$ cat src/rtl/core/c_subset_lexer_defines.svh
// Assertion macros shared by the lexer RTL.
`ifndef C_SUBSET_LEXER_DEFINES_SVH
`define C_SUBSET_LEXER_DEFINES_SVH

// Same-cycle implication, sampled on clk, off during reset.
`define CLX_ASSERT_NOW(label, ante, cons, msg) \
	label: assert property (@(posedge clk) disable iff (!arst_n) (ante) |-> (cons)) \
		else $error(msg);

// Next-cycle implication, sampled on clk, off during reset.
`define CLX_ASSERT_NEXT(label, ante, cons, msg) \
	label: assert property (@(posedge clk) disable iff (!arst_n) (ante) |=> (cons)) \
		else $error(msg);

`endif

$ cat src/rtl/core/clx_pkg.sv
// Package: types, token codes, keyword table and character helpers for the lexer.
`default_nettype none

package clx_pkg;

	localparam int MAX_TOKEN_LEN = 255;
	localparam int POSITION_BITS = 16;

	localparam logic [7:0] LEN_CAP = 8'((MAX_TOKEN_LEN < 255) ? MAX_TOKEN_LEN : 255);
	localparam logic [7:0] WORD_BYTES = 8'd6;
	localparam int KW_COUNT = 13;

	localparam logic [7:0] CH_SQUOTE = 8'd39;
	localparam logic [7:0] CH_DQUOTE = 8'd34;

	// token classes
	localparam logic [5:0] KIND_IDENT  = 6'd0;
	localparam logic [5:0] KIND_INT    = 6'd1;
	localparam logic [5:0] KIND_CHAR   = 6'd2;
	localparam logic [5:0] KIND_STR    = 6'd3;
	localparam logic [5:0] KIND_KW0    = 6'd4;
	localparam logic [5:0] KIND_PLUS   = 6'd17;
	localparam logic [5:0] KIND_MINUS  = 6'd18;
	localparam logic [5:0] KIND_MULT   = 6'd19;
	localparam logic [5:0] KIND_DIV    = 6'd20;
	localparam logic [5:0] KIND_LSS    = 6'd21;
	localparam logic [5:0] KIND_LEQ    = 6'd22;
	localparam logic [5:0] KIND_GRE    = 6'd23;
	localparam logic [5:0] KIND_GEQ    = 6'd24;
	localparam logic [5:0] KIND_EQL    = 6'd25;
	localparam logic [5:0] KIND_NEQ    = 6'd26;
	localparam logic [5:0] KIND_ASSIGN = 6'd27;
	localparam logic [5:0] KIND_SEMI   = 6'd28;
	localparam logic [5:0] KIND_COMMA  = 6'd29;
	localparam logic [5:0] KIND_LPAREN = 6'd30;
	localparam logic [5:0] KIND_RPAREN = 6'd31;
	localparam logic [5:0] KIND_LBRACK = 6'd32;
	localparam logic [5:0] KIND_RBRACK = 6'd33;
	localparam logic [5:0] KIND_LBRACE = 6'd34;
	localparam logic [5:0] KIND_RBRACE = 6'd35;
	localparam logic [5:0] KIND_LAST   = KIND_RBRACE;

	// keyword spellings, first char in the low byte, zero padded
	localparam logic [47:0] KW_WORDS [KW_COUNT] = '{
		48'h0074_736E_6F63, // const
		48'h0000_0074_6E69, // int
		48'h0000_7261_6863, // char
		48'h0000_6469_6F76, // void
		48'h0000_6E69_616D, // main
		48'h0000_0000_6669, // if
		48'h0000_6573_6C65, // else
		48'h0000_0000_6F64, // do
		48'h0065_6C69_6877, // while
		48'h0000_0072_6F66, // for
		48'h0066_6E61_6373, // scanf
		48'h6674_6E69_7270, // printf
		48'h6E72_7574_6572  // return
	};

	typedef enum logic [9:0] {
		MODE_IDLE  = 10'b00_0000_0001,
		MODE_IDENT = 10'b00_0000_0010,
		MODE_NUM   = 10'b00_0000_0100,
		MODE_CQ    = 10'b00_0000_1000,
		MODE_CB    = 10'b00_0001_0000,
		MODE_STR   = 10'b00_0010_0000,
		MODE_LT    = 10'b00_0100_0000,
		MODE_GT    = 10'b00_1000_0000,
		MODE_EQ    = 10'b01_0000_0000,
		MODE_BANG  = 10'b10_0000_0000
	} clx_mode_t;

	typedef struct packed {
		logic        valid;
		logic [5:0]  kind;
		logic [15:0] start;
		logic [7:0]  len;
		logic        last;
	} clx_token_t;

	// up to two tokens per source byte, in emission order
	typedef struct packed {
		clx_token_t first;
		clx_token_t second;
	} clx_pair_t;

	function automatic logic is_alpha(input logic [7:0] c);
		return (c == "_") || ((c >= "A") && (c <= "Z")) || ((c >= "a") && (c <= "z"));
	endfunction

	function automatic logic is_digit(input logic [7:0] c);
		return (c >= "0") && (c <= "9");
	endfunction

	function automatic logic is_space(input logic [7:0] c);
		return (c == " ") || ((c >= 8'd9) && (c <= 8'd13));
	endfunction

	function automatic logic [5:0] kw_kind(input logic [47:0] word, input logic ovf);
		logic [5:0] kind;
		kind = KIND_IDENT;
		for (int k = 0; k < KW_COUNT; k++) begin
			if (!ovf && (word == KW_WORDS[k]))
				kind = KIND_KW0 + 6'(k);
		end
		return kind;
	endfunction

	function automatic clx_token_t make_token(input logic [5:0] kind,
		input logic [15:0] start, input logic [7:0] len);
		clx_token_t t;
		t.valid = 1'b1;
		t.kind  = kind;
		t.start = start;
		t.len   = len;
		t.last  = 1'b0;
		return t;
	endfunction

endpackage

`default_nettype wire

$ cat src/rtl/core/clx_lex_core.sv
// Lexer state registers and the single-pass next-state and token logic.
`default_nettype none

module clx_lex_core (
	input  wire logic             clk,
	input  wire logic             arst_n,
	input  wire logic             go,
	input  wire logic [7:0]       byte_c,
	input  wire logic             fin,
	output clx_pkg::clx_pair_t    pair
);

	clx_pkg::clx_mode_t                   mode_q, mode_n;
	logic [47:0]                          word_q, word_n;
	logic                                 ovf_q, ovf_n;
	logic [clx_pkg::POSITION_BITS-1:0]    start_q, start_n;
	logic [7:0]                           len_q, len_n;
	logic [clx_pkg::POSITION_BITS-1:0]    pos_q;
	clx_pkg::clx_token_t                  e_cont, e_start, e_fin;
	logic                                 consumed;

	always_comb begin
		mode_n   = mode_q;
		word_n   = word_q;
		ovf_n    = ovf_q;
		start_n  = start_q;
		len_n    = len_q;
		consumed = 1'b0;
		e_cont   = '0;
		e_start  = '0;
		e_fin    = '0;

		// pending token sees the byte first
		unique case (mode_q)
			clx_pkg::MODE_IDENT: begin
				if (clx_pkg::is_alpha(byte_c) || clx_pkg::is_digit(byte_c)) begin
					consumed = 1'b1;
					if (len_q < clx_pkg::WORD_BYTES)
						word_n = word_q | ({40'b0, byte_c} << {len_q[2:0], 3'b000});
					else
						ovf_n = 1'b1;
					if (len_q != clx_pkg::LEN_CAP)
						len_n = len_q + 8'd1;
				end else begin
					e_cont = clx_pkg::make_token(clx_pkg::kw_kind(word_q, ovf_q),
						16'(start_q), len_q);
					mode_n = clx_pkg::MODE_IDLE;
					word_n = '0;
					ovf_n  = 1'b0;
				end
			end
			clx_pkg::MODE_NUM: begin
				if (clx_pkg::is_digit(byte_c)) begin
					consumed = 1'b1;
					if (len_q != clx_pkg::LEN_CAP)
						len_n = len_q + 8'd1;
				end else begin
					e_cont = clx_pkg::make_token(clx_pkg::KIND_INT, 16'(start_q), len_q);
					mode_n = clx_pkg::MODE_IDLE;
					word_n = '0;
					ovf_n  = 1'b0;
				end
			end
			clx_pkg::MODE_CQ: begin
				consumed = 1'b1;
				start_n  = pos_q;
				mode_n   = clx_pkg::MODE_CB;
			end
			clx_pkg::MODE_CB: begin
				// a malformed constant just drops out here
				consumed = 1'b1;
				if (byte_c == clx_pkg::CH_SQUOTE)
					e_cont = clx_pkg::make_token(clx_pkg::KIND_CHAR, 16'(start_q), 8'd1);
				mode_n = clx_pkg::MODE_IDLE;
			end
			clx_pkg::MODE_STR: begin
				consumed = 1'b1;
				if (byte_c == clx_pkg::CH_DQUOTE) begin
					e_cont = clx_pkg::make_token(clx_pkg::KIND_STR, 16'(start_q), len_q);
					mode_n = clx_pkg::MODE_IDLE;
				end else if (len_q != clx_pkg::LEN_CAP) begin
					len_n = len_q + 8'd1;
				end
			end
			clx_pkg::MODE_LT, clx_pkg::MODE_GT, clx_pkg::MODE_EQ, clx_pkg::MODE_BANG: begin
				if (byte_c == "=") begin
					consumed = 1'b1;
					priority case (mode_q)
						clx_pkg::MODE_LT: e_cont = clx_pkg::make_token(clx_pkg::KIND_LEQ,
							16'(start_q), 8'd2);
						clx_pkg::MODE_GT: e_cont = clx_pkg::make_token(clx_pkg::KIND_GEQ,
							16'(start_q), 8'd2);
						clx_pkg::MODE_EQ: e_cont = clx_pkg::make_token(clx_pkg::KIND_EQL,
							16'(start_q), 8'd2);
						default:          e_cont = clx_pkg::make_token(clx_pkg::KIND_NEQ,
							16'(start_q), 8'd2);
					endcase
				end else begin
					// lone bang gives nothing
					priority case (mode_q)
						clx_pkg::MODE_LT: e_cont = clx_pkg::make_token(clx_pkg::KIND_LSS,
							16'(start_q), 8'd1);
						clx_pkg::MODE_GT: e_cont = clx_pkg::make_token(clx_pkg::KIND_GRE,
							16'(start_q), 8'd1);
						clx_pkg::MODE_EQ: e_cont = clx_pkg::make_token(clx_pkg::KIND_ASSIGN,
							16'(start_q), 8'd1);
						default:          e_cont = '0;
					endcase
					word_n = '0;
					ovf_n  = 1'b0;
				end
				mode_n = clx_pkg::MODE_IDLE;
			end
			default: begin
				mode_n = clx_pkg::MODE_IDLE;
			end
		endcase

		// byte not taken by the pending token: maybe it opens a new one
		if (!consumed && !clx_pkg::is_space(byte_c)) begin
			start_n = pos_q;
			len_n   = '0;
			word_n  = '0;
			ovf_n   = 1'b0;
			priority if (clx_pkg::is_alpha(byte_c)) begin
				mode_n = clx_pkg::MODE_IDENT;
				word_n = {40'b0, byte_c};
				len_n  = 8'd1;
			end else if (clx_pkg::is_digit(byte_c)) begin
				mode_n = clx_pkg::MODE_NUM;
				len_n  = 8'd1;
			end else if (byte_c == clx_pkg::CH_SQUOTE) begin
				mode_n = clx_pkg::MODE_CQ;
			end else if (byte_c == clx_pkg::CH_DQUOTE) begin
				mode_n  = clx_pkg::MODE_STR;
				start_n = pos_q + 1'b1;
			end else if (byte_c == "<") begin
				mode_n = clx_pkg::MODE_LT;
			end else if (byte_c == ">") begin
				mode_n = clx_pkg::MODE_GT;
			end else if (byte_c == "=") begin
				mode_n = clx_pkg::MODE_EQ;
			end else if (byte_c == "!") begin
				mode_n = clx_pkg::MODE_BANG;
			end else begin
				unique case (byte_c)
					"+": e_start = clx_pkg::make_token(clx_pkg::KIND_PLUS,   16'(pos_q), 8'd1);
					"-": e_start = clx_pkg::make_token(clx_pkg::KIND_MINUS,  16'(pos_q), 8'd1);
					"*": e_start = clx_pkg::make_token(clx_pkg::KIND_MULT,   16'(pos_q), 8'd1);
					"/": e_start = clx_pkg::make_token(clx_pkg::KIND_DIV,    16'(pos_q), 8'd1);
					";": e_start = clx_pkg::make_token(clx_pkg::KIND_SEMI,   16'(pos_q), 8'd1);
					",": e_start = clx_pkg::make_token(clx_pkg::KIND_COMMA,  16'(pos_q), 8'd1);
					"(": e_start = clx_pkg::make_token(clx_pkg::KIND_LPAREN, 16'(pos_q), 8'd1);
					")": e_start = clx_pkg::make_token(clx_pkg::KIND_RPAREN, 16'(pos_q), 8'd1);
					"[": e_start = clx_pkg::make_token(clx_pkg::KIND_LBRACK, 16'(pos_q), 8'd1);
					"]": e_start = clx_pkg::make_token(clx_pkg::KIND_RBRACK, 16'(pos_q), 8'd1);
					"{": e_start = clx_pkg::make_token(clx_pkg::KIND_LBRACE, 16'(pos_q), 8'd1);
					"}": e_start = clx_pkg::make_token(clx_pkg::KIND_RBRACE, 16'(pos_q), 8'd1);
					default: e_start = '0; // unknown byte, ignored
				endcase
			end
		end

		// end of text: flush what can be flushed, drop the rest
		if (fin) begin
			unique case (mode_n)
				clx_pkg::MODE_IDENT: e_fin = clx_pkg::make_token(
					clx_pkg::kw_kind(word_n, ovf_n), 16'(start_n), len_n);
				clx_pkg::MODE_NUM: e_fin = clx_pkg::make_token(clx_pkg::KIND_INT,
					16'(start_n), len_n);
				clx_pkg::MODE_LT: e_fin = clx_pkg::make_token(clx_pkg::KIND_LSS,
					16'(start_n), 8'd1);
				clx_pkg::MODE_GT: e_fin = clx_pkg::make_token(clx_pkg::KIND_GRE,
					16'(start_n), 8'd1);
				clx_pkg::MODE_EQ: e_fin = clx_pkg::make_token(clx_pkg::KIND_ASSIGN,
					16'(start_n), 8'd1);
				default: e_fin = '0;
			endcase
			mode_n = clx_pkg::MODE_IDLE;
			word_n = '0;
			ovf_n  = 1'b0;
			len_n  = '0;
		end

		// pack in order; a single-char op never coexists with a flush
		pair.first  = e_cont.valid ? e_cont : (e_start.valid ? e_start : e_fin);
		pair.second = e_cont.valid ? (e_start.valid ? e_start : e_fin) : '0;
		pair.first.last  = !pair.second.valid;
		pair.second.last = 1'b1;
	end

	always_ff @(posedge clk or negedge arst_n) begin
		if (!arst_n) begin
			mode_q  <= clx_pkg::MODE_IDLE;
			word_q  <= '0;
			ovf_q   <= 1'b0;
			start_q <= '0;
			len_q   <= '0;
			pos_q   <= '0;
		end else if (go) begin
			mode_q  <= mode_n;
			word_q  <= word_n;
			ovf_q   <= ovf_n;
			start_q <= start_n;
			len_q   <= len_n;
			pos_q   <= pos_q + 1'b1;
		end
	end

endmodule

`default_nettype wire

$ cat src/rtl/core/clx_result_buf.sv
// Two-slot result register: shows one token at a time, second slot drains next.
`default_nettype none

module clx_result_buf (
	input  wire logic                 clk,
	input  wire logic                 arst_n,
	input  wire logic                 load,
	input  wire clx_pkg::clx_pair_t   pair,
	input  wire logic                 pop,
	output clx_pkg::clx_token_t       head,
	output logic                      second_valid
);

	logic                v0_q, v1_q;
	clx_pkg::clx_token_t slot0_q, slot1_q;

	always_ff @(posedge clk or negedge arst_n) begin
		if (!arst_n) begin
			v0_q <= 1'b0;
			v1_q <= 1'b0;
		end else if (load) begin
			v0_q <= pair.first.valid;
			v1_q <= pair.second.valid;
		end else if (pop) begin
			v0_q <= v1_q;
			v1_q <= 1'b0;
		end
	end

	always_ff @(posedge clk) begin
		if (load) begin
			slot0_q <= pair.first;
			slot1_q <= pair.second;
		end else if (pop) begin
			slot0_q <= slot1_q;
		end
	end

	always_comb begin
		head       = slot0_q;
		head.valid = v0_q;
	end

	assign second_valid = v1_q;

endmodule

`default_nettype wire

$ cat src/rtl/core/c_subset_lexer.sv
// Top level: byte input register, lexer core and token result register.
// Order: a byte in the input register is lexed at the edge when the result register is free;
//   its first token is on the port right after it, a second one once the first is taken.
// Throughput: one byte per cycle while each byte yields at most one token and tokens are
//   taken at once; a byte that yields two tokens holds the next byte while its second waits.
// Reset (arst_n low, asynchronous): lexer idle, offsets and counts zero, no requests held.
`default_nettype none
`include "c_subset_lexer_defines.svh"

module c_subset_lexer (
	input  wire logic        clk,
	input  wire logic        arst_n,
	// source byte channel
	input  wire logic        src_valid,
	output logic             src_stall,
	input  wire logic [7:0]  source_byte,
	input  wire logic        final_byte,
	// token channel
	output logic             tok_valid,
	input  wire logic        tok_stall,
	output logic [5:0]       token_kind,
	output logic [15:0]      token_start,
	output logic [7:0]       token_length,
	output logic             last_of_run
);

	// input register: parts the source side from the lexer
	logic                 valid_s1;
	logic [7:0]           byte_s1;
	logic                 fin_s1;

	logic                 src_take;
	logic                 tok_take;
	logic                 go;          // lexer consumes the held byte this cycle
	logic                 second_valid;
	clx_pkg::clx_pair_t   pair;
	clx_pkg::clx_token_t  head;
	logic                 tok_two_char; // shown token is a two-character operator

	assign src_take = src_valid && !src_stall;
	assign tok_take = tok_valid && !tok_stall;

	// The result register must be empty after this edge before a new pair lands in it:
	// either nothing is shown, or the last shown token is being taken now.
	assign go = valid_s1 && (!head.valid || (!second_valid && tok_take));

	// A byte waits in the input register while the result side is full.
	assign src_stall = valid_s1 && !go;

	always_ff @(posedge clk or negedge arst_n) begin
		if (!arst_n) begin
			valid_s1 <= 1'b0;
		end else begin
			valid_s1 <= src_take || (valid_s1 && !go);
		end
	end

	always_ff @(posedge clk) begin
		if (src_take) begin
			byte_s1 <= source_byte;
			fin_s1  <= final_byte;
		end
	end

	// whole byte lexed in one pass: pending token, new token, end-of-text flush
	clx_lex_core u_core (
		.clk    (clk),
		.arst_n (arst_n),
		.go     (go),
		.byte_c (byte_s1),
		.fin    (fin_s1),
		.pair   (pair)
	);

	clx_result_buf u_rbuf (
		.clk          (clk),
		.arst_n       (arst_n),
		.load         (go),
		.pair         (pair),
		.pop          (tok_take),
		.head         (head),
		.second_valid (second_valid)
	);

	assign tok_valid    = head.valid;
	assign token_kind   = head.kind;
	assign token_start  = head.start;
	assign token_length = head.len;
	assign last_of_run  = head.last;

	assign tok_two_char = (token_kind == clx_pkg::KIND_LEQ) || (token_kind == clx_pkg::KIND_GEQ)
		|| (token_kind == clx_pkg::KIND_EQL) || (token_kind == clx_pkg::KIND_NEQ);

	// second slot only ever backs up a shown first slot
	`CLX_ASSERT_NOW(a_slot_order, second_valid, tok_valid, "second token held without a first")

	// a lexed byte that yields a token shows it on the next cycle
	`CLX_ASSERT_NEXT(a_token_shown, go && pair.first.valid, tok_valid, "token lost after lexing")

	// class code stays in range
	`CLX_ASSERT_NOW(a_kind_range, tok_valid, token_kind <= clx_pkg::KIND_LAST, "bad token class")

	// two-character operators carry both characters
	`CLX_ASSERT_NOW(a_pair_len, tok_valid && tok_two_char, token_length == 8'd2, "bad op length")

endmodule

`default_nettype wire
$ cat config.mk
export PLATFORM = sky130hd
export DESIGN_NAME = c_subset_lexer
export DESIGN_NICKNAME = d
export VERILOG_FILES = /design/src/rtl/core/clx_pkg.sv /design/src/rtl/core/clx_lex_core.sv /design/src/rtl/core/clx_result_buf.sv /design/src/rtl/core/c_subset_lexer.sv
export VERILOG_INCLUDE_DIRS = /design/src /design/src/rtl/core
export SDC_FILE = /design/constraint.sdc
export NUM_CORES = 1
export LEC_CHECK = 0
export BUFFER_PORTS_ARGS = -buffer_cell sky130_fd_sc_hd__buf_4
export CAP_MARGIN = 10
export CORE_ASPECT_RATIO = 1.75
export CORE_MARGIN = 2
export CORE_UTILIZATION = 35
export CTS_BUF_LIST = sky130_fd_sc_hd__clkbuf_16
export DETAILED_ROUTE_END_ITERATION = 8
export PLACE_DENSITY = 0.5
export SLEW_MARGIN = 15
export SYNTH_ARGS = -nofsm -noshare
export SYNTH_HDL_FRONTEND = slang
export SYNTH_SLANG_ARGS = --single-unit
$ cat constraint.sdc
create_clock -name clk -period 3.2 [get_ports clk]
set_input_delay 0.48 -clock clk [delete_from_list [all_inputs] [get_ports clk]]
set_output_delay 0.48 -clock clk [all_outputs]
set_load 0.05 [all_outputs]
; ---- After elaboration in Yosys (flattened, before gate mapping)
; Index checks and enable logic that the tools add are counted.
[totals]
inputBits = 13
regBits = 172
out_inout_bits = 33
word_cells = 250
[classes]
addsub = 2
shift = 1
n_reduce_logical = 55
eq_ne = 61
magnitude_cmp = 9
mux = 103
bitwise = 1
[ops]
columns = op, n
row1 = two-way mux 32 bit, 18
row2 = equality test 48 x 31 -> 1 bit (second input constant), 8
row3 = case mux 32 bit (12 select lines), 1
row4 = case mux 32 bit (5 select lines), 2
row5 = equality test 48 x 39 -> 1 bit (second input constant), 6
row6 = two-way mux 48 bit, 6
row7 = equality test 48 x 15 -> 1 bit (second input constant), 4
row8 = equality test 48 x 23 -> 1 bit (second input constant), 4
row9 = equality test 48 x 47 -> 1 bit (second input constant), 4
row10 = case mux 48 bit (3 select lines), 1
row11 = two-way mux 10 bit, 13
row12 = equality test 8 x 6 -> 1 bit (second input constant), 15
row13 = two-way mux 16 bit, 6
row14 = case mux 32 bit (3 select lines), 1
row15 = case mux 29 bit (3 select lines), 1
row16 = two-way mux 4 bit, 16
row17 = two-way mux 8 bit, 8
row18 = two-way mux 31 bit, 2
row19 = bitwise OR 48 bit, 1
row20 = << shifter 8 x 6 -> 48 bit, 1
row21 = equality test 8 x 7 -> 1 bit (second input constant), 5
row22 = case mux 10 bit (4 select lines), 1
row23 = logical AND 1 bit, 36
row24 = two-way mux 3 bit, 8
row25 = 29 further kinds, 64

; ---- Longest topological paths before layout
[depth]
depth_word = 31
depth_mapped = 16
depth_no_buf = 12

; ---- By module
; From an unflattened synthesis, not the netlist that was laid out.
[unflattened]
cells_unflattened = 1298
area_unflattened_um2 = 11400.9
[by_module_without_submodules]
columns = mod, area_per_inst_um2, cells_each, seq_area_each_um2, n_inst
row1 = clx_lex_core, 8587.0, 1174, 2478.6, 1
row2 = clx_result_buf, 2469.9, 107, 1911.8, 1
row3 = c_subset_lexer, 344.1, 17, 295.3, 1

; ---- Least setup slack after synthesis
; OpenSTA, ideal clock, no wires.
[synth_path]
path_kind = reg2reg
from = reg u_core.mode_q[9]
to = reg u_rbuf.slot0_q, in the netlist u_rbuf.head[25] (data pin)
stages_incl_launch_ff = 15
t_arrival_ns = 3.108
path_slack_ns = -0.176
t_required_ns = 2.931
synth_period_minus_slack_ns = 3.376
setup_time_ns = 0.269
cell_sequence = dfrtp_1 > buf_6 > nor4_4 > nand4_4 > or2_0 > buf_2 > and3_1 > buf_4 > a221oi_4 > nand2_2 > nor4_1 > and4_1 > nor3b_2 > o32ai_2 > a211oi_1
[synth_via]
elab_chain_len = 25
elab_cells_between_ends = 83
classes_between = eq/ne (26) / mux (40) / reduce/logical (17)
[synth_rtl]
columns = item, line_no
row1 = from (decl), clx_lex_core.sv:13  ; clx_pkg::clx_mode_t mode_q, mode_n;
row2 = from (signal assigned), clx_lex_core.sv:194  ; mode_q <= clx_pkg::MODE_IDLE;
row3 = from (signal assigned), clx_lex_core.sv:201  ; mode_q <= mode_n;
row4 = "equality test 10 bit, or another cell as far along", clx_lex_core.sv:34  ; unique case (mode_q)
row5 = OR reduction 4 bit / OR reduction 3 bit (equally long branches), --
row6 = case mux 1 bit (4 select lines), clx_lex_core.sv:34
row7 = logical NOT 1 bit, clx_lex_core.sv:120  ; if (!consumed && !clx_pkg::is_space(byte_c)) begin
row8 = logical AND 1 bit, clx_lex_core.sv:120
row9 = two-way mux 48 bit / two-way mux 1 bit (equally long branches), clx_lex_core.sv:120
row10 = equality test 48 x 23 -> 1 bit / logical NOT 1 bit (equally long branches), clx_pkg.sv:103  ; if (!ovf && (word == KW_WORDS[k]))
row11 = logical AND 1 bit, clx_pkg.sv:103
row12 = two-way mux 3 bit (3 in a row), clx_pkg.sv:103
row13 = two-way mux 4 bit (8 in a row), clx_pkg.sv:103
row14 = two-way mux 5 bit, clx_pkg.sv:103
row15 = case mux 32 bit (5 select lines), clx_lex_core.sv:166  ; unique case (mode_n)
row16 = two-way mux 32 bit, clx_lex_core.sv:165  ; if (fin) begin
row17 = two-way mux 32 bit, clx_lex_core.sv:186  ; pair.first = e_cont.valid ? e_cont : (e_start.valid ? e_start : e_fin);
row18 = two-way mux 32 bit *, clx_lex_core.sv:186
row19 = two-way mux 31 bit *, clx_result_buf.sv:31  ; if (load) begin
row20 = to (signal assigned), clx_result_buf.sv:32  ; slot0_q <= pair.first;
row21 = to (signal assigned), clx_result_buf.sv:35  ; slot0_q <= slot1_q;
row22 = to (decl), clx_result_buf.sv:15  ; clx_pkg::clx_token_t slot0_q, slot1_q;
; Every way passes the cells marked *; elsewhere a longest branch is shown, timed or not.
; A chain may end at the register's enable or synchronous reset.

; ---- Final worst setup path
[layout_path]
from = reg u_core.word_q[31]
to = reg u_rbuf.slot0_q, in the netlist u_rbuf.head[26] (data pin)
[layout_via]
elab_chain_len = 24
elab_cells_between_ends = 86
classes_between = eq/ne (24) / mux (37) / bitwise (1) / reduce/logical (24)
[layout_rtl]
columns = item, line_no
row1 = from (decl), clx_lex_core.sv:14  ; logic [47:0] word_q, word_n;
row2 = from (signal assigned), clx_lex_core.sv:202  ; word_q <= word_n;
row3 = bitwise OR 48 bit, clx_lex_core.sv:39  ; word_n = word_q | ({40'b0, byte_c} << {len_q[2:0], 3'b000});
row4 = two-way mux 48 bit, clx_lex_core.sv:38  ; if (len_q < clx_pkg::WORD_BYTES)
row5 = two-way mux 48 bit, clx_lex_core.sv:36  ; if (clx_pkg::is_alpha(byte_c) || clx_pkg::is_digit(byte_c)) begin
row6 = case mux 48 bit (3 select lines), clx_lex_core.sv:34
row7 = two-way mux 48 bit, clx_lex_core.sv:120
row8 = equality test 48 x 23 -> 1 bit, clx_pkg.sv:103
row9 = logical AND 1 bit, clx_pkg.sv:103
row10 = two-way mux 3 bit (3 in a row), clx_pkg.sv:103
row11 = two-way mux 4 bit (8 in a row), clx_pkg.sv:103
row12 = two-way mux 5 bit, clx_pkg.sv:103
row13 = case mux 32 bit (5 select lines), clx_lex_core.sv:166
row14 = two-way mux 32 bit, clx_lex_core.sv:165
row15 = two-way mux 32 bit, clx_lex_core.sv:186
row16 = two-way mux 32 bit *, clx_lex_core.sv:186
row17 = two-way mux 31 bit *, clx_result_buf.sv:31
; Marked as above.

==> results.toml <==
[setup_path]
critPathTopFamily = "simple AND/OR/NAND/NOR gates"
path_cells = "nor2b_1 > nand3_1 > nor4_1 > buf_4 > nand4_1 > or4_1 > and3_1 > o21ai_0 > nand4_1 > mux2i_1 > a31oi_1"
end_kind = "flop"
cp_common_cell = "nand4_1"
cp_slowest_stage_delay_ns = 0.75
critical_path.slowest_cell = "nor2b_1"
crit_arrival_ns = 3.97
r2r_cells = 11
crit_type = "flop to flop"
critical_path_buf_inv_count = 1
required_ns = 3.39
path_depth = 11
cp_max_fo = 4
worst_setup_path_start_kind = "flop"

[final_layout]
area_delta_synth_final_pct = 57.99
final_common_cell = "buf_4"
mostFrequentLayoutCells = "541 x buf_4, 174 x nand2_1, 155 x nor2_1, 98 x dfrtp_1, 70 x edfxtp_1"
drive_gt1_share_pct = 43.20
final_core_util_pct = 55.71
finalNonFillerCells = 2325
nNetsFinal = 1921

[route]
drc_errors = 0
firstDrtPassIters = 5
routed_wl_um = 62690
drt-vias-per-instance = 5.984
drtIter0Drc = 958
vias = 13910
wl_per_cell_um = 26.96
ant_nets = 0

[synthesis]
synthArstFlopShare_pct = 59.30
avgSynthCellArea_um2 = 8.414
synth-edff-count = 70
syn_inst = 1375
netlist_area_mm2 = 0.01157
yosysUniqueCellTypes = 98
synth_top_cell_by_area = "dfrtp_1"
synth_ff_type = "dfrtp_1"
yosysTopAreaCellShare_pct = 21.84
ys_seq_area_share_pct = 40.24
yosys_warnings = 0
synth-seq-cells = 172
ys_top_cells_by_area = "dfrtp_1 22%, edfxtp_1 18%, nand2_1 5.9%"

[place]
port_buffers = 45
placed_cells_incl_taps = 2202
place_congestion = 1.051
hpwl_um = 47290

[die]
initial_core_util_pct = 35.26
num_io_pins = 46
row_count = 88
die_w_um = 141.4
die_area_mm2 = 0.03458
die_h_um = 244.5
core_mm2 = 0.03281

[timing]
max_slew_margin_pct = 35.22
maxSlewViolCount = 0
worstMarginPinSlew_ns = 0.9698
hold_viol = 0
fmax_mhz = 264.4
worst_slack_ns = -0.5826
setup_violations = 37
rsz0062_at_grt = "true"
skew_ns = 0.01403
fin_crit_sh_pct = 118.2
final.min_clock_period_ns = 3.783
finalSetupTns_ns = -7.339

[clock_tree]
cts_tree = "yes"
path_clk_slew_ns = 0.07
cts_sinks = 172
cts_root_buf = "clkbuf_16"
cts_hold_buf = 0
numCtsBuffers = 17
clockBufferDepth = 2
clkLatencyLatePin_ns = 0.46
h-tree-depth = 4

[pwr]
power.leakage_nw = 7.808
powerDensity_mw_per_mm2 = 353.5
ir_drop_mv = 0.3901

[grt]
first_global_vias = 14490
antenna_found_initial = 2
grt_max_degree = 124
grt_pass1_wl_um = 91670
grt_usage_pct = 36.60
gr-total-overflow = 0

[hold_path]
hp-class = "input pin to asynchronous set/reset pin"

[run_status]
violations = "negative setup slack"
outcome = "complete, but fails checks"

[flow_run]
maxCapViolations = 0
synth_stat cells (18+ instances only):
library cell  number
edfxtp_1          70
nor2_1           167
a31oi_1           35
nor3_1            51
nand4_1           32
a21oi_1           62
a211oi_1          18
nand3_1           58
a22oi_1           20
o21ai_0           66
or3_1             18
and2_1            21
nor4_1            40
and3_1            28
nand2_1          181
xnor2_1           18
inv_1             21
dfrtp_1          101
clkbuf_1          59
layer usage:
| metal | global-route usage (%) | vias up | share of wire (%) |
|---|---|---|---|
| met4 | 31.85 | 0 | 11 |
| met1 | 33.27 | 6770 | 31 |
| met5 | 0 | - | 0 |
| li1 | - | 6283 | - |
| met3 | 7.891 | 308 | 4.9 |
| met2 | 67.25 | 551 | 53 |
worst paths after layout:
kind | startpoint | end | slack (ns)
max | u_core.word_q[31] | u_rbuf.head[26] | -0.58
min | arst_n | u_core.len_q[4] | 0.08
max reg2reg | u_core.word_q[31] | u_rbuf.head[26] | -0.58
min reg2reg | u_core.word_q[39] | u_core.word_q[39] | 0.49
max in group asynchronous | arst_n | u_core.mode_q[0] | 2.37
min in group clk | source_byte[3] | byte_s1[3] | 0.19
logic make-up (layout without fill, tap and decap cells):
| family | Yosys count | in the layout | share of synthesized area (%) |
|---|---|---|---|
| and+or+nand+nor | 702 | 702 | 31.40 |
| AOI/OAI and AO/OA | 360 | 360 | 21.89 |
| DFF | 172 | 172 | 40.24 |
| buffers and inverters | 110 | 648 | 4.066 |
| xor gates and xnor gates | 25 | 25 | 1.893 |
| muxes | 3 | 3 | 0.2596 |
| adders and majority gates | 2 | 2 | 0.2163 |
| other | 1 | 8 | 0.03241 |
worst reg2reg max path: cells and delay by family (launching register included):
kind                   cells  cell delay (ns)
muxes                      1             0.22
and+or+nand+nor            7             2.41
DFF                        1             0.39
AOI/OAI and AO/OA          2             0.27
buffers and inverters      1             0.20
area by class of cell:
type                    count  area [um2]
flip-flops and latches    172        4659
inverters                  21       81.33
multi-input cells        1099        7629
diodes                      1       2.502
well taps                 405       506.7
repair buffers            595        4821
clock buffers              17       425.4
clock inverters            15       153.9
fillers                  3120       14530
power by group:
part	switching (mW)	internal (mW)	total, mW
Clock	1.07	1.04	2.10
Combinational	1.04	0.653	1.70
Sequential	0.148	2.51	2.66
stage by stage:
stage	setup WS (ns)	cell area, um2	power (mW)	hold WS [ns]
global placement	-0.9692	15670	4.172	0.4710
detailed placement	-0.9930	15670	4.182	0.4722
finish	-0.5826	18280	6.462	0.07931
global route	-0.6554	18280	6.690	0.1065
floorplan	-0.06544	11610	3.427	0.1844
CTS	-0.4638	17840	6.432	0.08514
what timing repair did:
action                                  CTS  global route
setup buffers                            74            20
gates cloned                              2             0
endpoints found under the setup margin   57            57
pin swaps                                75            38
gates resized for setup                 218            61
flip-flops by register name, indices dropped and copies added (netlist names):
name and count:
u_core.len_q 8, u_rbuf.slot1_q 30, u_rbuf.v0_q 1, u_core.word_q 48, fin_s1 1, byte_s1 8, u_core.ovf_q 1, u_rbuf.head 31
u_rbuf.second_valid 1, u_core.mode_q 10, valid_s1 1, u_core.start_q 16, u_core.pos_q 16
Power figures use the tool's default switching activity.
